[src/design/rca_pkg.sv]
package rca_pkg;

    // fixed field widths
    localparam int COLOR_W    = 32;
    localparam int CFG_IDX_W  = 1;
    localparam int CFG_DATA_W = 16;

    // register indexes
    localparam logic [CFG_IDX_W-1:0] CFG_BRIGHTNESS_CAP = 1'b0;
    localparam logic [CFG_IDX_W-1:0] CFG_VALUE_STEP     = 1'b1;

    // register reset values
    localparam logic [7:0]  CAP_RESET  = 8'd115;
    localparam logic [15:0] STEP_RESET = 16'd655;

    // controller states
    typedef enum logic [3:0] {
        ST_IDLE,
        ST_DIV,
        ST_DIVW,
        ST_HUE,
        ST_PREP,
        ST_WEIGH,
        ST_SUM,
        ST_CHECK,
        ST_STEP,
        ST_PQT,
        ST_LOADC,
        ST_OUT
    } ctrl_state_t;

    // what the shared divider is working on
    typedef enum logic {
        JOB_SAT,
        JOB_HUE
    } div_job_t;

    // controller to datapath
    typedef struct packed {
        logic     load;
        logic     div_start;
        div_job_t div_job;
        logic     hue;
        logic     prep;
        logic     step;
        logic     dir_up;
        logic     pqt;
        logic     loadc;
        logic     weigh;
        logic     sum;
        logic     out_load;
    } cmd_t;

    // datapath to controller
    typedef struct packed {
        logic div_busy;
        logic div_done;
        logic bright_lt;
        logic bright_gt;
        logic v_ok;
        logic out_full;
    } sts_t;

endpackage

[src/design/rca_ctrl.sv]
module rca_ctrl (
    input  logic          clk,
    input  logic          rst_n,
    input  logic          in_valid,
    output logic          in_ready,
    input  rca_pkg::sts_t sts,
    input  logic          out_ready,
    output rca_pkg::cmd_t cmd
);

    rca_pkg::ctrl_state_t state_reg, state_next;
    rca_pkg::div_job_t    job_reg, job_next;
    logic dir_reg, dir_next;
    logic first_reg, first_next;
    logic final_reg, final_next;
    logic up, cont;

    always_ff @(posedge clk or negedge rst_n)
    begin
        if (!rst_n)
        begin
            state_reg <= rca_pkg::ST_IDLE;
            job_reg   <= rca_pkg::JOB_SAT;
            dir_reg   <= 1'b0;
            first_reg <= 1'b0;
            final_reg <= 1'b0;
        end
        else
        begin
            state_reg <= state_next;
            job_reg   <= job_next;
            dir_reg   <= dir_next;
            first_reg <= first_next;
            final_reg <= final_next;
        end
    end

    // sequencing of one item
    always_comb
    begin
        state_next = state_reg;
        job_next   = job_reg;
        dir_next   = dir_reg;
        first_next = first_reg;
        final_next = final_reg;
        in_ready   = 1'b0;
        cmd        = '0;
        cmd.div_job = job_reg;
        cmd.dir_up  = dir_reg;
        up   = first_reg ? sts.bright_lt : dir_reg;
        cont = (up ? sts.bright_lt : sts.bright_gt) && sts.v_ok;
        case (state_reg)
            rca_pkg::ST_IDLE:
            begin
                in_ready = 1'b1;
                if (in_valid)
                begin
                    cmd.load   = 1'b1;
                    final_next = 1'b0;
                    state_next = rca_pkg::ST_HUE;
                end
            end
            rca_pkg::ST_DIV:
            begin
                cmd.div_start = 1'b1;
                state_next    = rca_pkg::ST_DIVW;
            end
            rca_pkg::ST_DIVW:
            begin
                if (sts.div_done)
                begin
                    case (job_reg)
                        rca_pkg::JOB_SAT:
                        begin
                            job_next   = rca_pkg::JOB_HUE;
                            state_next = rca_pkg::ST_DIV;
                        end
                        default: state_next = rca_pkg::ST_PREP;
                    endcase
                end
            end
            rca_pkg::ST_HUE:
            begin
                cmd.hue    = 1'b1;
                job_next   = rca_pkg::JOB_SAT;
                state_next = rca_pkg::ST_DIV;
            end
            rca_pkg::ST_PREP:
            begin
                cmd.prep   = 1'b1;
                first_next = 1'b1;
                state_next = rca_pkg::ST_WEIGH;
            end
            rca_pkg::ST_WEIGH:
            begin
                cmd.weigh  = 1'b1;
                state_next = rca_pkg::ST_SUM;
            end
            rca_pkg::ST_SUM:
            begin
                cmd.sum    = 1'b1;
                state_next = rca_pkg::ST_CHECK;
            end
            rca_pkg::ST_CHECK:
            begin
                dir_next   = up;
                first_next = 1'b0;
                if (cont)
                    state_next = rca_pkg::ST_STEP;
                else
                begin
                    final_next = 1'b1;
                    state_next = rca_pkg::ST_PQT;
                end
            end
            rca_pkg::ST_STEP:
            begin
                cmd.step   = 1'b1;
                state_next = rca_pkg::ST_PQT;
            end
            rca_pkg::ST_PQT:
            begin
                cmd.pqt    = 1'b1;
                state_next = rca_pkg::ST_LOADC;
            end
            rca_pkg::ST_LOADC:
            begin
                cmd.loadc  = 1'b1;
                state_next = final_reg ? rca_pkg::ST_OUT : rca_pkg::ST_WEIGH;
            end
            rca_pkg::ST_OUT:
            begin
                if (!sts.out_full || out_ready)
                begin
                    cmd.out_load = 1'b1;
                    state_next   = rca_pkg::ST_IDLE;
                end
            end
            default: state_next = rca_pkg::ST_IDLE;
        endcase
    end

endmodule

[config.mk]
export PLATFORM = sky130hd
export DESIGN_NAME = rca_ctrl
export DESIGN_NICKNAME = d
export VERILOG_FILES = /design/src/design/rca_pkg.sv /design/src/design/rca_ctrl.sv
export SDC_FILE = /design/constraint.sdc
export NUM_CORES = 1
export LEC_CHECK = 0
export BUFFER_PORTS_ARGS = -buffer_cell sky130_fd_sc_hd__clkbuf_2
export CAP_MARGIN = 20
export CORE_MARGIN = 2
export CORE_UTILIZATION = 38
export CTS_BUF_LIST = sky130_fd_sc_hd__clkbuf_4 sky130_fd_sc_hd__clkbuf_8
export DETAILED_ROUTE_END_ITERATION = 12
export PLACE_DENSITY = 0.72
export SLEW_MARGIN = 20
export SYNTH_ARGS = -nofsm -noshare
export SYNTH_HDL_FRONTEND = slang
export SYNTH_SLANG_ARGS = --single-unit
[constraint.sdc]
create_clock -name clk -period 3.6 [get_ports clk]
set_input_delay 0.36 -clock clk [delete_from_list [all_inputs] [get_ports clk]]
set_output_delay 0.36 -clock clk [all_outputs]
set_load 0.1 [all_outputs]
==> results.sh <==
export IMPL_cts_hold_buffers_added=1
export IMPL_vias_per_cell=5.593
export IMPL_antenna_left=0
export IMPL_grt_antenna_before_repair=0
export IMPL_initial_utilization_pct=40.17
export IMPL_yosysTopAreaCellShare_pct=33.47
export IMPL_rows=14
export IMPL_regToRegSetupSlack_ps=1960
export IMPL_syn_nets=85
export IMPL_clk_path_buf_depth=2
export IMPL_synth_area_top_cells="dfrtp_1 33%, nand2b_1 7.3%, nor2_1 6.3%"
export IMPL_crit_type="reg -> out"
export IMPL_worst_path_max_delay_cell="clkbuf_2"
export IMPL_synth_seq_area_share_pct=33.47
export IMPL_rsz0062_at_grt="no"
export IMPL_layout_min_cycle_time_ps=2240
export IMPL_design_core_area_mm2=0.001489
export IMPL_htreeDepth=1
export IMPL_cp_max_fo=11
export IMPL_slew_viol_final=0
export IMPL_max_freq_mhz=446.4
export IMPL_syn_to_final_growth_pct=18.20
export IMPL_grtUsageTotal_pct=16.17
export IMPL_path_buf_inv=1
export IMPL_post_cts_buffers=0
export IMPL_hold_violations=0
export IMPL_tritoncts="yes"
export IMPL_first_global_vias=520
export IMPL_synth_most_common_cell="nor2_1"
export IMPL_synth_common_cells="10 x nor2_1, 8 x dfrtp_1, 7 x nand2b_1, 6 x nand2_1"
export IMPL_vias=604
export IMPL_cp_end_kind="output pin"
export IMPL_drv_cap=0
export IMPL_slew_headroom_pct=64.03
export IMPL_synth_cell_types=28
export IMPL_hold_class="in -> reg"
export IMPL_post_dp_hpwl_mm=1.011
export IMPL_worstSkewPairLatency_ps=250
export IMPL_dr_pass1_iters=4
export IMPL_setup_violations_final=0
export IMPL_cts_resized=0
export IMPL_synthCells=75
export IMPL_post_route_period_util_pct=62.22
export IMPL_design_portCount=23
export IMPL_syn_area_um2=598.1
export IMPL_dieHeight_um=43.67
export IMPL_nFillCells=143
export IMPL_slowest_delay_ps=510
export IMPL_synth_top_area_cell="dfrtp_1"
export IMPL_syn_area_per_cell_um2=7.974
export IMPL_clk_pin_slew_ps=50
export IMPL_ys_flop_type="dfrtp_1"
export IMPL_clock_sinks=8
export IMPL_synth_edf_count=0
export IMPL_post_route_drc_count=0
export IMPL_nNetsFinal=104
export IMPL_clk_root_buffer_cell="clkbuf_4"
export IMPL_crit_required_ps=3240
export IMPL_synthArstFlopShare_pct=100.0
export IMPL_worst_pin_slew_ps=541.8
export IMPL_grt_pass1_wl_mm=2.256
export IMPL_place_gp_congestion=0.8709
export IMPL_drive_gt1_share_pct=29.35
export IMPL_largest_reg_flops=4
export IMPL_wirelength_mm=1.347
export IMPL_cp_top_family="simple AND/OR/NAND/NOR gates"
export IMPL_startpoint_type="flip-flop"
export IMPL_crit_chain="or2_1, nor3_1, clkbuf_2"
export IMPL_worstPathArrival_ps=1880
export IMPL_die_area_mm2=0.001907
export IMPL_antenna_cells=0
export IMPL_drt_iter0_drc=20
export IMPL_tns_ps=0
export IMPL_yosys_warnings=0
export IMPL_status="complete, no violations"
export IMPL_routedWlPerCell_um=12.47
export IMPL_port_buffers=21
export IMPL_grt_overflow_total=0
export IMPL_numCtsBuffers=3
export IMPL_grt_max_degree=17
export IMPL_ys_ff_latch=8
export IMPL_dieWidth_um=43.67
export IMPL_fin_skew_ps=2.598
-- path summary, 6_finish.rpt --
path,cells after the start,start,end
worst max-delay path,3,state_reg[3],in_ready
worst min-delay path,2,sts[3],dir_reg
worst max register to register,4,state_reg[3],state_reg[0]
worst min register to register,1,dir_reg,dir_reg
max in group asynchronous,2,rst_n,job_reg
min in group asynchronous,2,rst_n,dir_reg
-- per-stage QoR --
step           setup slack (ps)  instances  area (um2)  util [%]  hold slack (ps)
2_1_floorplan             36.15         75       604.3         -            64.41
3_3_place_gp               1674        104       674.4     45.29            212.6
3_5_place_dp               1648        104       674.4     45.29            214.5
4_1_cts                    1372        108       706.9     47.48            338.9
5_1_grt                    1255        108       706.9     47.48            344.2
6_report                   1360        108       706.9     47.48            343.5
-- layout by cell type (no fill, tap or decap), types with 2 or more instances in the layout --
cell | synthesis | layout
nand2b_1 | 7 | 7
clkbuf_2 | 0 | 21
or3_1 | 2 | 2
nor3_1 | 3 | 3
nand2_1 | 6 | 6
a31oi_1 | 2 | 2
a21oi_1 | 4 | 4
o31ai_1 | 3 | 3
nor2_1 | 10 | 10
o21ai_1 | 2 | 2
inv_1 | 4 | 4
clkbuf_4 | 0 | 3
dfrtp_1 | 8 | 8
o21ai_0 | 4 | 4
-- routing by layer --
layer / GRT usage [%] / share of wire, % / vias up
met3: 5.000 / 5.1 / 2
li1: - / - / 298
met5: 0 / 0 / -
met4: 7.879 / 0.82 / 0
met1: 21.41 / 44 / 284
met2: 23.82 / 50 / 20
-- kinds of logic after synthesis --
kind of cell / count (synthesis) / share of synthesized area [%]
simple gates: 34 / 29.50
buf+inv: 12 / 11.71
mux: 2 / 3.765
compound gates: 19 / 21.55
flops: 8 / 33.47
-- final cells by class --
type                    count  area [um2]  area share (%)
multi-input cells          55       334.1           47.26
well taps                  16       20.02           2.832
flip-flops and latches      8       200.2           28.32
repair buffers             22       115.1           16.28
clock buffers               3       22.52           3.186
inverters                   4       15.01           2.124
Power is left out: the tool's default activity adds up to more than one toggle a clock period on the data nets, which glitch-free logic cannot reach.
